### src/sv/first_fit_chunk_bump_allocator_macros.svh
// ----------------------------------------------------------------------------
// First-fit chunk bump allocator assertion macros
// Shared concurrent assertion forms used by the allocator RTL.
// ----------------------------------------------------------------------------
`ifndef FIRST_FIT_CHUNK_BUMP_ALLOCATOR_MACROS_SVH
`define FIRST_FIT_CHUNK_BUMP_ALLOCATOR_MACROS_SVH

// The consequent must hold in the same cycle as the antecedent.
`define FFCBA_ASSERT_SAME(label, clk, rstn, ante, cons, msg) \
    label: assert property (@(posedge clk) disable iff (!(rstn)) (ante) |-> (cons)) \
        else $error(msg);

// The consequent must hold in the cycle after the antecedent.
`define FFCBA_ASSERT_NEXT(label, clk, rstn, ante, cons, msg) \
    label: assert property (@(posedge clk) disable iff (!(rstn)) (ante) |=> (cons)) \
        else $error(msg);

`endif

### src/sv/ffcba_pkg.sv
// ----------------------------------------------------------------------------
// First-fit chunk bump allocator package
// Field widths, command and status codes, and controller/datapath interfaces.
// ----------------------------------------------------------------------------
package ffcba_pkg;

    localparam int SIZE_W  = 32;
    localparam int TOTAL_W = 36;
    localparam int INDEX_W = 4;

    localparam logic [SIZE_W-1:0] CHUNK_SIZE_RESET = 32'd16777216;

    localparam logic CMD_ALLOC   = 1'b0;
    localparam logic CMD_RELEASE = 1'b1;

    typedef enum logic [1:0] {
        STATUS_OK        = 2'd0,
        STATUS_NULL      = 2'd1,
        STATUS_TOO_LARGE = 2'd2,
        STATUS_NO_SLOT   = 2'd3
    } status_t;

    typedef struct packed {
        logic accept;
        logic scan;
        logic advance;
        logic do_bump;
        logic do_open;
        logic do_clear;
        logic do_null;
        logic load_out;
    } dp_cmd_t;

    typedef struct packed {
        logic in_release;
        logic in_zero;
        logic hit;
        logic miss;
        logic out_busy;
    } dp_status_t;

endpackage

### src/sv/ffcba_ctrl.sv
// ----------------------------------------------------------------------------
// First-fit chunk bump allocator controller
// Sequences accept, slot scan, slot update or release/null handling, and result hand-off.
// ----------------------------------------------------------------------------
module ffcba_ctrl (
    input  logic                  aclk,
    input  logic                  aresetn,
    input  logic                  s_valid,
    output logic                  s_ready,
    input  ffcba_pkg::dp_status_t status,
    output ffcba_pkg::dp_cmd_t    cmd
);

    import ffcba_pkg::*;

    typedef enum logic [6:0] {
        S_IDLE  = 7'b0000001,
        S_SCAN  = 7'b0000010,
        S_BUMP  = 7'b0000100,
        S_OPEN  = 7'b0001000,
        S_CLEAR = 7'b0010000,
        S_NULL  = 7'b0100000,
        S_DONE  = 7'b1000000
    } state_t;

    state_t state_reg;
    state_t state_next;

    always_ff @(posedge aclk) begin
        if (!aresetn) begin
            state_reg <= S_IDLE;
        end else begin
            state_reg <= state_next;
        end
    end

    always_comb begin
        state_next = state_reg;
        cmd        = '0;
        s_ready    = 1'b0;
        unique case (state_reg)
            S_IDLE: begin
                s_ready = 1'b1;
                if (s_valid) begin
                    cmd.accept = 1'b1;
                    priority if (status.in_release) begin
                        state_next = S_CLEAR;
                    end else if (status.in_zero) begin
                        state_next = S_NULL;
                    end else begin
                        state_next = S_SCAN;
                    end
                end
            end
            S_SCAN: begin
                cmd.scan = 1'b1;
                priority if (status.hit) begin
                    state_next = S_BUMP;
                end else if (status.miss) begin
                    state_next = S_OPEN;
                end else begin
                    cmd.advance = 1'b1;
                end
            end
            S_BUMP: begin
                cmd.do_bump = 1'b1;
                state_next  = S_DONE;
            end
            S_OPEN: begin
                cmd.do_open = 1'b1;
                state_next  = S_DONE;
            end
            S_CLEAR: begin
                cmd.do_clear = 1'b1;
                state_next   = S_DONE;
            end
            S_NULL: begin
                cmd.do_null = 1'b1;
                state_next  = S_DONE;
            end
            S_DONE: begin
                if (!status.out_busy) begin
                    cmd.load_out = 1'b1;
                    state_next   = S_IDLE;
                end
            end
            default: begin
                state_next = S_IDLE;
            end
        endcase
    end

endmodule

### config.mk
export PLATFORM = sky130hd
export DESIGN_NAME = ffcba_ctrl
export DESIGN_NICKNAME = d
export VERILOG_FILES = /design/src/sv/first_fit_chunk_bump_allocator_macros.svh /design/src/sv/ffcba_pkg.sv /design/src/sv/ffcba_ctrl.sv
export SDC_FILE = /design/constraint.sdc
export NUM_CORES = 1
export LEC_CHECK = 0
export BUFFER_PORTS_ARGS = -buffer_cell sky130_fd_sc_hd__buf_2
export CORE_AREA = 10 10 47 49
export DETAILED_ROUTE_END_ITERATION = 7
export DIE_AREA = 0 0 57 59
export PLACE_DENSITY = 0.64
export SLEW_MARGIN = 10
export SYNTH_ARGS = -nofsm -noshare
export SYNTH_HDL_FRONTEND = slang
export SYNTH_SLANG_ARGS = --single-unit
export TNS_END_PERCENT = 20
### constraint.sdc
create_clock -name aclk -period 4.69 [get_ports aclk]
set_input_delay 0.2345 -clock aclk [delete_from_list [all_inputs] [get_ports aclk]]
set_output_delay 0.2345 -clock aclk [all_outputs]
set_load 0.05 [all_outputs]
**Word-level counts from Yosys, hierarchy flattened**

Index checks and enable logic that the tools add are counted.

- Flip-flop bits (word level): 7
- Output and inout bits: 9
- Word-level logic and storage cells: 32
- Bits of input ports: 8

- Equal/unequal tests: 10
- Reductions and logical operators: 2
- Mux-type cells: 19

Operators with widths:

| kind | count |
|---|---|
| $mux 7 | 5 |
| $pmux 7 s4 | 1 |
| $mux 1 | 11 |
| $eq 7x1->1 const B | 1 |
| $eq 7x2->1 const B | 1 |
| $eq 7x3->1 const B | 1 |
| $eq 7x4->1 const B | 1 |
| $eq 7x5->1 const B | 1 |
| $eq 7x6->1 const B | 1 |
| $eq 7x7->1 const B | 1 |
| $mux 6 | 1 |
| $ne 2x2->1 const B | 2 |
| $reduce_or 4->1 | 1 |
| $ne 3x3->1 const B | 1 |
| $reduce_and 3->1 | 1 |
| $mux 2 | 1 |

**Longest topological paths before layout**

- Depth after elaboration: 4
- Gate-level depth with buffers: 4
- Mapped depth without buffers: 4

**Worst setup path after synthesis**

No wires, ideal clock.

- Kind: flip-flop to output port
- From: register state_reg[6]
- To: output cmd[3] in the netlist's numbering
- Buffers on the path: 0
- Stages on the path, launching flop included: 3
- Data arrival time: 2453 ps
- Path slack: 2003 ps
- Data required time: 4456 ps
- Cell sequence: dfxtp_1 -> or3_1 -> nor4b_1

RTL lines:

| what | RTL line | RTL |
|---|---|---|
| start: declaration | ffcba_ctrl.sv:26 | `state_t state_reg;` |
| start signal: assignment | ffcba_ctrl.sv:33 | `state_reg <= state_next;` |
| end: declaration | ffcba_ctrl.sv:11 | `output ffcba_pkg::dp_cmd_t cmd` |

==> impl_metrics.yaml <==
setup_path:
  cp-start-kind: "flip-flop"
  r2r_slack_ps: 3030
  cp_slowest_cell: "or4_4"
  arrival_ps: 1920
  slowest_delay_ps: 580
  path_cells: "or4_4 -> nor4b_4 -> and2_4 -> buf_2"
  required_ps: 4460
  setup.worst_path.class: "reg -> out"
  cp-end-kind: "primary output"
  path_max_fanout: 6
grt:
  grt_start_max_net_pins: 9
  overflow: 0
  grt_pass1_wl_mm: 1.64
  grt_pass1_vias: 409
  grt_use_total_pct: 6.00
  antenna_found_initial: 0
sta:
  setup_violations: 0
  grt_setup_unrepaired: "false"
  worst_pin_slew_ps: 337
  finalCritPeriodShare_pct: 45.8
  hold_viol_final: 0
  setup_tns_ps: 0
  period_minus_slack_ps: 2150
  fmax_mhz: 465
  timing.slew.headroom_pct: 77.2
  drv_slew: 0
  clock_skew_ps: 2.67
cts:
  cts.clk_slew.worst_paths_ps: 50
  insertion_delay_ps: 250
  cts_max_path_buffers: 2
  cts_resized: 0
  cts_made_buffers: 3
  h-tree-depth: 1
  ctsHoldBuffers: 0
  root_buffer: "clkbuf_4"
  cts_tree: "built"
  cts.sinks: 7
  post_cts_buffers: 0
power:
  leakage_nw: 0.268
  p_per_area_mw_per_mm2: 309
  peakVddDrop_mv: 0.164
  totalPowerFinal_mw: 0.166
synthesis:
  synth_fp_nets: 53
  synth.most_common_cell: "dfxtp_1"
  async_reset_ff_share_pct: 0
  synth-edff-count: 0
  synth_area_sq_um: 412
  synthCells: 45
  synthTopCellsByArea: "dfxtp_1 (34%), nor4b_1 (6.4%), nor4b_4 (5.8%)"
  ys.flop_type: "dfxtp_1"
  yosys.area.top_type: "dfxtp_1"
  synth.distinct_cells: 25
  ys_seq_area_share_pct: 34.0
  ys_warn_count: 0
  ys_ff_latch: 7
  synth.top_cell.area_share_pct: 34.0
  synth.top_cells.by_count: "dfxtp_1 (7), inv_1 (4), nor2_1 (3), nor4_1 (3), nor4b_1 (3)"
  syn_avg_cell_area_sq_um: 9.15
final_layout:
  nNetsFinal: 74
  largest_reg_flops: 7
  fillers: 155
  num_antenna_cells: 0
  drive_gt1_share_pct: 36.9
  fin_cells: 81
  area_growth_pct: 30.7
route:
  drt-wirelength-per-cell_microns: 12.0
  route.met3.wl_microns: 54
  ant_nets: 0
  top_layer: "met4"
  met2WireLength_microns: 457
  drtIter0Drc: 4
  m1WireLength_microns: 439
  via_per_inst: 5.12
  drt-total-wl_microns: 976
  vias: 415
  post-route-drc-count: 0
  dr.pass1.iters: 4
die:
  core_sq_mm: 0.00140
  die_w_microns: 57
  die_area_sq_mm: 0.00336
  start_util_pct: 29.4
  rows: 14
  boundaryPins: 17
  fp.dieH_microns: 59
placement:
  dp_hpwl_microns: 831
  place_congestion: 0.667
  dp.cells: 77
  port_buffers: 16
outcome:
  status: "finished, final reports clean"
min_path:
  hold_class: "in -> reg"
flow_run:
  max-cap-violations: 0
## final timing paths
path	start	to	depth (start not counted)
setup / recovery	state_reg[5]$_SDFFE_PN0P_	cmd[7]	4
hold / removal	status[2]	state_reg[2]$_SDFFE_PN0P_	2
setup reg to reg	state_reg[5]$_SDFFE_PN0P_	state_reg[5]$_SDFFE_PN0P_	4
hold reg to reg	state_reg[0]$_SDFFE_PN1P_	state_reg[1]$_SDFFE_PN0P_	3
## report_power, final
part           leakage [nW]  switching [mW]  internal, mW
sequential           0.0569         0.00440        0.0625
combinational         0.196          0.0280        0.0184
clock                0.0150          0.0207        0.0324
## stage by stage
| step | area (sq um) | setup WS [ps] | utilization, % | hold WS (ps) |
|---|---|---|---|---|
| 6_report | 538 | 2540 | 38.4 | 241 |
| 5_1_grt | 538 | 2460 | 38.4 | 252 |
| 4_1_cts | 538 | 2520 | 38.4 | 235 |
| 3_5_place_dp | 512 | 2800 | 36.5 | 493 |
| 3_3_place_gp | 512 | 2820 | 36.5 | 488 |
| 2_1_floorplan | 412 | 2000 | - | 371 |
## area by class of cell
cell class | count | area [sq um] | share of cell area (%)
Clock buffer | 4 | 26.3 | 4.88
Sequential cell | 7 | 140 | 26.0
Inverter | 4 | 15.0 | 2.79
Tap cell | 16 | 20.0 | 3.72
Multi-Input combinational cell | 34 | 256 | 47.7
Timing Repair Buffer | 16 | 80.1 | 14.9
## critical path, delay by kind of cell (launching register included)
family                 cells  cell delay [ps]
DFF                        1              350
and+or+nand+nor            3             1070
buffers and inverters      1              250
## cell usage in the layout, fill, tap and decap left out, types with 2 or more instances in the layout
master	synthesis	routed
nand3_1	2	2
nor2b_1	2	2
dfxtp_1	7	7
clkbuf_4	0	3
nor4_1	3	3
nor2_1	3	3
inv_1	4	4
nor4b_1	3	3
or3_1	2	2
buf_2	0	16
nand2b_1	2	2
and4b_1	2	2
## routing by layer
metal  GRT usage [%]  vias to the layer above
met5               0                        -
met1            6.64                      183
li1                -                      214
met2            9.15                       14
met3            1.93                        4
met4            5.03                        0
## cells by family (layout without fill, tap and decap cells)
| logic type | count (synthesis) | after routing | share of synthesized area [%] |
|---|---|---|---|
| xor+xnor | 2 | 2 | 4.26 |
| compound gates | 5 | 5 | 10.0 |
| simple gates | 27 | 27 | 48.0 |
| flops | 7 | 7 | 34.0 |
| buf+inv | 4 | 24 | 3.65 |
Note: power is estimated with default switching activity, not from simulation.
