File: config.mk
export PLATFORM = sky130hd
export DESIGN_NAME = ffcba_dp
export DESIGN_NICKNAME = d
export VERILOG_FILES = /design/src/sv/ffcba_pkg.sv /design/src/sv/ffcba_ram.sv /design/src/sv/ffcba_dp.sv
export VERILOG_INCLUDE_DIRS = /design/src /design/src/sv
export SDC_FILE = /design/constraint.sdc
export NUM_CORES = 2
export LEC_CHECK = 0
export BUFFER_PORTS_ARGS = -buffer_cell sky130_fd_sc_hd__buf_2
export CAP_MARGIN = 20
export CORE_MARGIN = 5
export CORE_UTILIZATION = 55
export CTS_BUF_LIST = sky130_fd_sc_hd__clkbuf_2 sky130_fd_sc_hd__clkbuf_4 sky130_fd_sc_hd__clkbuf_8
export DETAILED_ROUTE_END_ITERATION = 8
export PLACE_DENSITY = 0.83
export REMOVE_ABC_BUFFERS = 1
export SLEW_MARGIN = 10
export SYNTH_ARGS = -nofsm -noshare
export SYNTH_HDL_FRONTEND = slang
export SYNTH_SLANG_ARGS = --single-unit
export TNS_END_PERCENT = 100
File: constraint.sdc
create_clock -name aclk -period 18.3 [get_ports aclk]
set_clock_uncertainty 0.15 [all_clocks]
set_input_delay 3.66 -clock aclk [delete_from_list [all_inputs] [get_ports aclk]]
set_output_delay 3.66 -clock aclk [all_outputs]
set_load 0.005 [all_outputs]
File: src/sv/first_fit_chunk_bump_allocator_macros.svh
// ----------------------------------------------------------------------------
// First-fit chunk bump allocator assertion macros
// Shared concurrent assertion forms used by the allocator RTL.
// ----------------------------------------------------------------------------
`ifndef FIRST_FIT_CHUNK_BUMP_ALLOCATOR_MACROS_SVH
`define FIRST_FIT_CHUNK_BUMP_ALLOCATOR_MACROS_SVH

// The consequent must hold in the same cycle as the antecedent.
`define FFCBA_ASSERT_SAME(label, clk, rstn, ante, cons, msg) \
    label: assert property (@(posedge clk) disable iff (!(rstn)) (ante) |-> (cons)) \
        else $error(msg);

// The consequent must hold in the cycle after the antecedent.
`define FFCBA_ASSERT_NEXT(label, clk, rstn, ante, cons, msg) \
    label: assert property (@(posedge clk) disable iff (!(rstn)) (ante) |=> (cons)) \
        else $error(msg);

`endif

File: src/sv/ffcba_pkg.sv
// ----------------------------------------------------------------------------
// First-fit chunk bump allocator package
// Field widths, command and status codes, and controller/datapath interfaces.
// ----------------------------------------------------------------------------
package ffcba_pkg;

    localparam int SIZE_W  = 32;
    localparam int TOTAL_W = 36;
    localparam int INDEX_W = 4;

    localparam logic [SIZE_W-1:0] CHUNK_SIZE_RESET = 32'd16777216;

    localparam logic CMD_ALLOC   = 1'b0;
    localparam logic CMD_RELEASE = 1'b1;

    typedef enum logic [1:0] {
        STATUS_OK        = 2'd0,
        STATUS_NULL      = 2'd1,
        STATUS_TOO_LARGE = 2'd2,
        STATUS_NO_SLOT   = 2'd3
    } status_t;

    typedef struct packed {
        logic accept;
        logic scan;
        logic advance;
        logic do_bump;
        logic do_open;
        logic do_clear;
        logic do_null;
        logic load_out;
    } dp_cmd_t;

    typedef struct packed {
        logic in_release;
        logic in_zero;
        logic hit;
        logic miss;
        logic out_busy;
    } dp_status_t;

endpackage

File: src/sv/ffcba_ram.sv
// ----------------------------------------------------------------------------
// Generic simple dual-port RAM
// One write port and one read port with registered read data.
// ----------------------------------------------------------------------------
module ffcba_ram #(
    parameter int WIDTH = 64,
    parameter int DEPTH = 16
) (
    input  logic                                       aclk,
    input  logic                                       we,
    input  logic [$clog2((DEPTH > 1) ? DEPTH : 2)-1:0] waddr,
    input  logic [WIDTH-1:0]                           wdata,
    input  logic [$clog2((DEPTH > 1) ? DEPTH : 2)-1:0] raddr,
    output logic [WIDTH-1:0]                           rdata
);

    logic [WIDTH-1:0] mem [DEPTH];

    always_ff @(posedge aclk) begin
        if (we) begin
            mem[waddr] <= wdata;
        end
        rdata <= mem[raddr];
    end

endmodule

File: src/sv/ffcba_dp.sv
// ----------------------------------------------------------------------------
// First-fit chunk bump allocator datapath
// Slot RAM, full flags, scan counters, running totals and result register.
// ----------------------------------------------------------------------------
`include "first_fit_chunk_bump_allocator_macros.svh"

module ffcba_dp #(
    parameter int MAX_CHUNKS = 16
) (
    input  logic                              aclk,
    input  logic                              aresetn,
    input  logic                              s_cmd,
    input  logic [ffcba_pkg::SIZE_W-1:0]      s_alloc_size,
    output logic                              m_valid,
    input  logic                              m_ready,
    output logic [1:0]                        m_status,
    output logic [ffcba_pkg::INDEX_W-1:0]     m_chunk_index,
    output logic [ffcba_pkg::SIZE_W-1:0]      m_byte_offset,
    output logic [ffcba_pkg::TOTAL_W-1:0]     m_reserved_total,
    output logic [ffcba_pkg::TOTAL_W-1:0]     m_unused_total,
    input  logic                              cfg_valid,
    output logic                              cfg_ready,
    input  logic [ffcba_pkg::SIZE_W-1:0]      cfg_data,
    input  ffcba_pkg::dp_cmd_t                cmd,
    output ffcba_pkg::dp_status_t             status
);

    import ffcba_pkg::*;

    localparam int ADDR_W = (MAX_CHUNKS > 1) ? $clog2(MAX_CHUNKS) : 1;
    localparam int CNT_W  = $clog2(MAX_CHUNKS + 1);
    localparam int IDXX_W = (CNT_W > INDEX_W) ? CNT_W : INDEX_W;
    localparam int SLOT_W = 2 * SIZE_W;

    logic [SIZE_W-1:0]     chunk_size_reg;
    logic [SIZE_W-1:0]     in_size_reg;
    logic [MAX_CHUNKS-1:0] full_reg;
    logic [CNT_W-1:0]      open_count_reg;
    logic [TOTAL_W-1:0]    reserved_reg;
    logic [TOTAL_W-1:0]    unused_reg;
    logic [CNT_W-1:0]      rd_idx_reg;
    logic [CNT_W-1:0]      chk_idx_reg;
    logic                  chk_started_reg;
    logic [SIZE_W-1:0]     hit_cap_reg;
    logic [SIZE_W-1:0]     hit_fill_reg;
    status_t               res_status_reg;
    logic [CNT_W-1:0]      res_idx_reg;
    logic [SIZE_W-1:0]     res_off_reg;
    logic                  m_valid_reg;

    logic                  ram_we;
    logic [ADDR_W-1:0]     ram_waddr;
    logic [SLOT_W-1:0]     ram_wdata;
    logic [SLOT_W-1:0]     ram_rdata;
    logic [SIZE_W-1:0]     rd_cap;
    logic [SIZE_W-1:0]     rd_fill;
    logic [SIZE_W-1:0]     rd_avail;
    logic                  chk_in_range;
    logic                  hit;
    logic [SIZE_W-1:0]     bump_fill;
    logic                  too_large;
    logic                  no_slot;
    logic                  open_ok;
    logic [IDXX_W-1:0]     res_idx_ext;

    assign cfg_ready = 1'b1;

    assign rd_cap       = ram_rdata[SLOT_W-1:SIZE_W];
    assign rd_fill      = ram_rdata[SIZE_W-1:0];
    assign rd_avail     = rd_cap - rd_fill;
    assign chk_in_range = chk_idx_reg < open_count_reg;
    assign hit          = cmd.scan && chk_started_reg && chk_in_range
                          && !full_reg[chk_idx_reg[ADDR_W-1:0]]
                          && (in_size_reg <= rd_avail);

    assign bump_fill = hit_fill_reg + in_size_reg;
    assign too_large = in_size_reg > chunk_size_reg;
    assign no_slot   = open_count_reg >= CNT_W'(MAX_CHUNKS);
    assign open_ok   = !too_large && !no_slot;

    assign ram_we    = cmd.do_bump || (cmd.do_open && open_ok);
    assign ram_waddr = cmd.do_bump ? chk_idx_reg[ADDR_W-1:0] : open_count_reg[ADDR_W-1:0];
    assign ram_wdata = cmd.do_bump ? {hit_cap_reg, bump_fill} : {chunk_size_reg, in_size_reg};

    assign status.in_release = (s_cmd == CMD_RELEASE);
    assign status.in_zero    = (s_alloc_size == '0);
    assign status.hit        = hit;
    assign status.miss       = chk_started_reg && !chk_in_range;
    assign status.out_busy   = m_valid_reg && !m_ready;

    ffcba_ram #(
        .WIDTH(SLOT_W),
        .DEPTH(MAX_CHUNKS)
    ) u_slot_ram (
        .aclk (aclk),
        .we   (ram_we),
        .waddr(ram_waddr),
        .wdata(ram_wdata),
        .raddr(rd_idx_reg[ADDR_W-1:0]),
        .rdata(ram_rdata)
    );

    always_ff @(posedge aclk) begin
        if (!aresetn) begin
            chunk_size_reg <= CHUNK_SIZE_RESET;
        end else if (cfg_valid && cfg_ready) begin
            chunk_size_reg <= cfg_data;
        end
    end

    always_ff @(posedge aclk) begin
        if (cmd.accept) begin
            in_size_reg <= s_alloc_size;
        end
        if (hit) begin
            hit_cap_reg  <= rd_cap;
            hit_fill_reg <= rd_fill;
        end
    end

    always_ff @(posedge aclk) begin
        if (!aresetn) begin
            rd_idx_reg      <= '0;
            chk_idx_reg     <= '0;
            chk_started_reg <= 1'b0;
        end else if (cmd.accept) begin
            rd_idx_reg      <= '0;
            chk_idx_reg     <= '0;
            chk_started_reg <= 1'b0;
        end else if (cmd.advance) begin
            rd_idx_reg      <= rd_idx_reg + 1'b1;
            chk_idx_reg     <= rd_idx_reg;
            chk_started_reg <= 1'b1;
        end
    end

    always_ff @(posedge aclk) begin
        if (!aresetn) begin
            full_reg       <= '0;
            open_count_reg <= '0;
            reserved_reg   <= '0;
            unused_reg     <= '0;
        end else if (cmd.do_clear) begin
            full_reg       <= '0;
            open_count_reg <= '0;
            reserved_reg   <= '0;
            unused_reg     <= '0;
        end else if (cmd.do_bump) begin
            full_reg[chk_idx_reg[ADDR_W-1:0]] <= (bump_fill == hit_cap_reg);
            unused_reg <= unused_reg - TOTAL_W'(in_size_reg);
        end else if (cmd.do_open && open_ok) begin
            full_reg[open_count_reg[ADDR_W-1:0]] <= (in_size_reg == chunk_size_reg);
            open_count_reg <= open_count_reg + 1'b1;
            reserved_reg   <= reserved_reg + TOTAL_W'(chunk_size_reg);
            unused_reg     <= unused_reg + TOTAL_W'(chunk_size_reg - in_size_reg);
        end
    end

    always_ff @(posedge aclk) begin
        if (cmd.do_bump) begin
            res_status_reg <= STATUS_OK;
            res_idx_reg    <= chk_idx_reg;
            res_off_reg    <= hit_fill_reg;
        end else if (cmd.do_open) begin
            res_idx_reg <= '0;
            res_off_reg <= '0;
            priority if (too_large) begin
                res_status_reg <= STATUS_TOO_LARGE;
            end else if (no_slot) begin
                res_status_reg <= STATUS_NO_SLOT;
            end else begin
                res_status_reg <= STATUS_OK;
                res_idx_reg    <= open_count_reg;
            end
        end else if (cmd.do_clear) begin
            res_status_reg <= STATUS_OK;
            res_idx_reg    <= '0;
            res_off_reg    <= '0;
        end else if (cmd.do_null) begin
            res_status_reg <= STATUS_NULL;
            res_idx_reg    <= '0;
            res_off_reg    <= '0;
        end
    end

    assign res_idx_ext = IDXX_W'(res_idx_reg);

    always_ff @(posedge aclk) begin
        if (cmd.load_out) begin
            m_status         <= res_status_reg;
            m_chunk_index    <= res_idx_ext[INDEX_W-1:0];
            m_byte_offset    <= res_off_reg;
            m_reserved_total <= reserved_reg;
            m_unused_total   <= unused_reg;
        end
    end

    always_ff @(posedge aclk) begin
        if (!aresetn) begin
            m_valid_reg <= 1'b0;
        end else if (cmd.load_out) begin
            m_valid_reg <= 1'b1;
        end else if (m_ready) begin
            m_valid_reg <= 1'b0;
        end
    end

    assign m_valid = m_valid_reg;

    `FFCBA_ASSERT_SAME(a_open_bound, aclk, aresetn, 1'b1, open_count_reg <= CNT_W'(MAX_CHUNKS), "open chunk count exceeds slot count")
    `FFCBA_ASSERT_SAME(a_hit_open, aclk, aresetn, hit, chk_idx_reg < open_count_reg, "scan hit on a slot that is not open")
    `FFCBA_ASSERT_NEXT(a_clear_empty, aclk, aresetn, cmd.do_clear, (open_count_reg == '0) && (reserved_reg == '0) && (unused_reg == '0) && (full_reg == '0), "release all left chunk state behind")
    `FFCBA_ASSERT_SAME(a_no_overwrite, aclk, aresetn, cmd.load_out, !(m_valid_reg && !m_ready), "result register overwritten before its transaction")

endmodule

; ---- Word-level counts from Yosys, hierarchy flattened
; Memory sizes are Yosys's and may differ from the RTL's. A register that Yosys moved wholly into a read port is not among the register bits.
; Cells that the tools add are included.
[word_totals]
register_bits = 381
ram_bits = 1024
output_inout_bits = 117
mem_count = 1
[memory_table]
columns = name, depth, width, read_ports, rd_ports_with_merged_regs, wr, line
row1 = u_slot_ram.mem, 16, 64, 1, 1, 1, ffcba_ram.sv:17  ; logic [WIDTH-1:0] mem [DEPTH];
[op_classes]
addsub = 8
magnitude_cmp = 8
eq_ne = 2
n_mux = 33
bitwise_logic = 2
reduce_logical = 24
[ops]
columns = operator, n
row1 = 32-bit 2-to-1 mux, 4
row2 = 36-bit 2-to-1 mux, 2
row3 = 32-bit == test, 2
row4 = 64-bit 2-to-1 mux, 1
row5 = 36-bit by 32-bit adder with 36-bit output, 1
row6 = 36-bit adder, 1
row7 = 36-bit by 32-bit subtractor with 36-bit output, 1
row8 = 32-bit by 32-bit subtractor with 33-bit output, 1
row9 = 32-bit adder, 1
row10 = 16-bit bitwise mux, 2
row11 = 32-bit > comparator, 1
row12 = 32-bit less-or-equal comparator, 1
row13 = 32-bit zero test, 1
row14 = 16-bit 2-to-1 mux, 2
row15 = 32-bit subtractor, 1
row16 = 4-bit 2-to-1 mux, 7
row17 = "5-bit by 1-bit adder with 5-bit output, second input constant", 2
row18 = 1-bit logical AND, 10
row19 = "4-bit by 5-bit less-than comparator with 1-bit output, second input constant", 2
row20 = 2-bit 2-to-1 mux, 5
row21 = 1-bit demux with 4-bit select, 2
row22 = "4-bit by 1-bit greater-or-equal comparator with 1-bit output, second input constant", 2
row23 = 1-bit 2-to-1 mux, 7
row24 = "5-bit greater-or-equal comparator, second input constant", 1
row25 = other kinds (10), 17

; ---- Longest topological paths before layout
[logic_depth]
word_depth = 7
ltp_mapped = 27
mapped_depth_nobuf = 26

; ---- Hierarchy
; A second synthesis with hierarchy kept.
[hier_totals]
hier_cells = 4353
hier_area_um2 = 65178.8
[by_module_without_submodules]
columns = mod, n_inst, cells_each, area_each_um2, seq_area_each_um2
row1 = ffcba_ram, 1, 1647, 39581.7, 32030.7
row2 = ffcba_dp, 1, 2706, 25597.0, 10049.6

; ---- Least setup slack after synthesis
; Ideal clock, no wire load.
[synth_timing]
path_type = register to output
startpoint = register u_slot_ram.rdata[1] (read register of u_slot_ram.mem)
endpoint = output status[2] (netlist bit)
t_arrival_ns = 15.186
setup_slack_ns = -0.696
path_stages_with_launch = 27
n_path_buf = 1
cell_sequence = dfxtp_1 inv_1 ha_1 nor2b_1 o21a_1 o21ai_0 nor4b_1 o31ai_1 a221o_1 a31o_2 a21o_1 a21o_1 a21oi_1 xor2_1 ha_1 a21oi_1 nor2b_1 o21ai_0 nand2b_1 a21oi_1 nor2b_1 o21ai_0 nand2b_1 a221oi_1 o21ai_0 a2111oi_0 buf_4
[synth_between]
elab_chain_cells = 3
[synth_lines]
columns = element, line
row1 = "start, declared", ffcba_ram.sv:14  ; output logic [WIDTH-1:0] rdata
row2 = 32-bit subtractor, ffcba_dp.sv:70  ; assign rd_avail = rd_cap - rd_fill;
row3 = 32-bit less-or-equal comparator, ffcba_dp.sv:74  ; && (in_size_reg <= rd_avail);
row4 = 1-bit logical AND, ffcba_dp.sv:74
row5 = "end, declared", ffcba_dp.sv:25  ; output ffcba_pkg::dp_status_t status
; No other way between the ends.

==> out/qor.yml <==
critical_path:
  critPathMaxFanout: 13
  startpoint: "u_slot_ram.rdata[1]"
  r2r_cells: 15
  crit_type: "reg2out"
  worstReg2RegStart: "in_size_reg[9]"
  start_kind: "register"
  crit_required_ns: 14.49
  endpoint_kind: "output pin"
  worst-endpoint-arrival_ns: 6.86
die:
  io_pins: 194
  coreArea_mm2: 0.117
  start_util_pct: 55.5
  die_w_um: 353
  die_y_um: 353
  die_area_mm2: 0.125
  core.rowCount: 125
clock_tree:
  clkTransAtPathRegs_ns: 0.06
  postCtsHoldBufs: 0
  cts_tree: "built"
  cts_setup_buffers: 0
  postCtsResizedCells: 0
  root_buffer: "clkbuf_8"
  ctsHtreeMaxLevel: 4
  clkSinkCount: 1469
  clk_path_buf_depth: 3
  clock_latency_ns: 0.92
  numCtsBuffers: 222
detailed_routing:
  dr.pass1.iters: 6
  totalWireLength_um: 176000
  num_vias: 39731
  ant_nets: 0
  drtIter0Drc: 5525
  route.detailed.drc: 0
  viasPerCell: 6.44
  wire_per_inst_um: 28.5
global_route:
  grtUsageTotal_pct: 28.0
  grt_max_degree: 99
  antenna_found_initial: 4
  grt_pass1_vias: 38867
  grt_pass1_wl_um: 257000
  grt_overflow: 0
synth:
  syn_avg_cell_area_um2: 15.6
  ys_warn_count: 0
  synth.distinct_cells: 94
  ys_seq_area_share_pct: 65.1
  synthesis.area_mm2: 0.0647
  synth-main-ff-cell: "edfxtp_1"
  async_reset_ff_share_pct: 0
  yosys_register_bits: 1469
  synth-edff-count: 1266
  syn_inst: 4138
layout:
  largest_reg_flops: 1024
  area_growth_syn_to_layout_pct: 11.9
  multi_input_area_mm2: 0.0216
  fill_cells: 8015
  final_common_cell: "edfxtp_1"
  drive_gt1_share_pct: 23.1
  final_cell_area_mm2: 0.0724
  top_regs: "u_slot_ram.mem: 1024 flops, u_slot_ram.rdata: 64 flops"
  final_cell_mix: "1266 x edfxtp_1, 325 x mux4_2, 240 x clkbuf_8, 235 x nand2_1, 231 x a21oi_1"
  final_cell_count_no_fill: 6170
  top_register: "u_slot_ram.mem"
  nNetsFinal: 4735
  ff_latch_area_mm2: 0.0421
worst_hold_path:
  whs_path_depth: 0
  min_from: "res_idx_ext[0]"
  holdCritPathClass: "reg2reg"
timing:
  fin_crit_ns: 10.67
  report.final.slew_viol_count: 0
  rsz0062_at_grt: "false"
  worst_hold_slack_ns: 0.260
  final.setup.tns_ns: 0
  hold_viol_final: 0
  slew_headroom_pct: 24.8
  tightestPinTransition_ns: 1.13
  setup_viol: 0
  fin_crit_sh_pct: 58.3
  final.setup.worst_slack_ns: 7.63
  timing.fmax_ghz: 0.0937
pwr:
  leakage_nw: 25.4
  peakVddDrop_v: 0.0000722
  powerDensity_mw_per_mm2: 103
placed_design:
  post-place-ws_ns: 8.62
  dp_hpwl_um: 112000
  dp.cells: 5744
  io_buffers: 190
  place_area_mm2: 0.0676
  gp_congestion: 0.955
flow_run:
  drv_cap: 0
status:
  outcome: "complete, no violations"
## cells by family (layout without fill, tap and decap cells)
group	count (synthesis)	after routing	share of synthesized area, %
adders and majority gates	208	208	4.08
AOI/OAI and AO/OA	735	735	7.18
other	1	4	0.00580
DFF	1469	1469	65.1
xor gates and xnor gates	195	195	2.78
buffers and inverters	299	804	1.80
and+or+nand+nor	822	822	6.43
muxes	409	409	12.7
## synth_stat cells, drive strengths merged (6+ instances only)
library cell	number	share of area, %
or3	18	0.17
nand2	236	1.4
or2	16	0.15
mux4	325	11
and3	17	0.17
o21bai	20	0.23
a21oi	235	1.8
mux2	32	0.56
o21a	29	0.34
a211o	10	0.14
mux2i	52	0.80
a21o	80	0.93
buf	57	0.39
nor4b	11	0.19
o21ai	169	1.3
edfxtp	1266	59
nor2b	55	0.53
nand3b	10	0.12
dfxtp	203	6.3
nor2	181	1.1
inv	118	0.68
xnor2	107	1.5
clkbuf	124	0.72
a31oi	28	0.27
o41ai	10	0.14
nor4	29	0.33
nor3	39	0.30
nand2b	30	0.29
xnor3	6	0.21
xor2	82	1.1
o211ai	15	0.18
a21boi	11	0.13
nand3	67	0.52
o31ai	31	0.37
a211oi	34	0.43
o2111ai	8	0.11
a31o	8	0.11
nand4	34	0.35
and2	52	0.51
ha	203	3.9
## per-layer routing
layer  GRT usage (%)  share of wire, %  vias to the layer above  routed length [um]
li1                -                 -                    16921                   -
met1            39.0                38                    19829               66800
met2            43.4                46                     2649               81600
met3            6.63                12                      332               21200
met4            10.7               3.7                        0                6550
met5               0                 0                        -                   0
## cell type report
class	count	area share, %
flip-flops and latches	1469	58.2
multi-input cells	2370	29.9
repair buffers	269	2.26
diodes	3	0.0104
clock buffers	303	5.21
clock inverters	114	1.21
well taps	1524	2.64
inverters	118	0.612
## power breakdown
group	total, W	internal [W]	switching, W
clock	0.00278	0.00150	0.00128
sequential	0.00380	0.00373	0.0000684
combinational	0.000833	0.000335	0.000497
## path summary, 6_finish.rpt
check | to | slack [ns]
max | status[2] | 7.63
min | m_chunk_index[0] | 0.26
max reg2reg | u_slot_ram.mem[6][12] | 10.84
min reg2reg | m_chunk_index[0] | 0.26
## stage by stage
step / util, % / power, W
after floorplan: - / 0.00443
after global placement: 58.0 / 0.00466
after detailed placement: 58.0 / 0.00468
after CTS: 62.0 / 0.00743
after global routing: 62.1 / 0.00770
final: 62.1 / 0.00742
## critical path, cell delays in order, from the launching register on
cell and delay (ns):
dfxtp_1 0.33, inv_1 0.08, ha_1 0.29, nor2b_1 0.13, o21a_1 0.18, o21ai_0 0.30
nor4b_1 0.47, o31ai_1 0.24, a221o_1 0.52, a31o_2 0.25, a21o_1 0.21, a21o_1 0.19
a21oi_1 0.17, xor2_1 0.16, ha_1 0.26, a21oi_1 0.14, nor2b_1 0.06, o21ai_0 0.14
nand2b_1 0.07, a21oi_1 0.14, nor2b_1 0.05, o21ai_0 0.15, nand2b_1 0.07, a221oi_1 0.27
o21ai_0 0.16, a2111oi_2 0.40, buf_4 0.33, buf_2 0.20
Power figures use the tool's default switching activity.
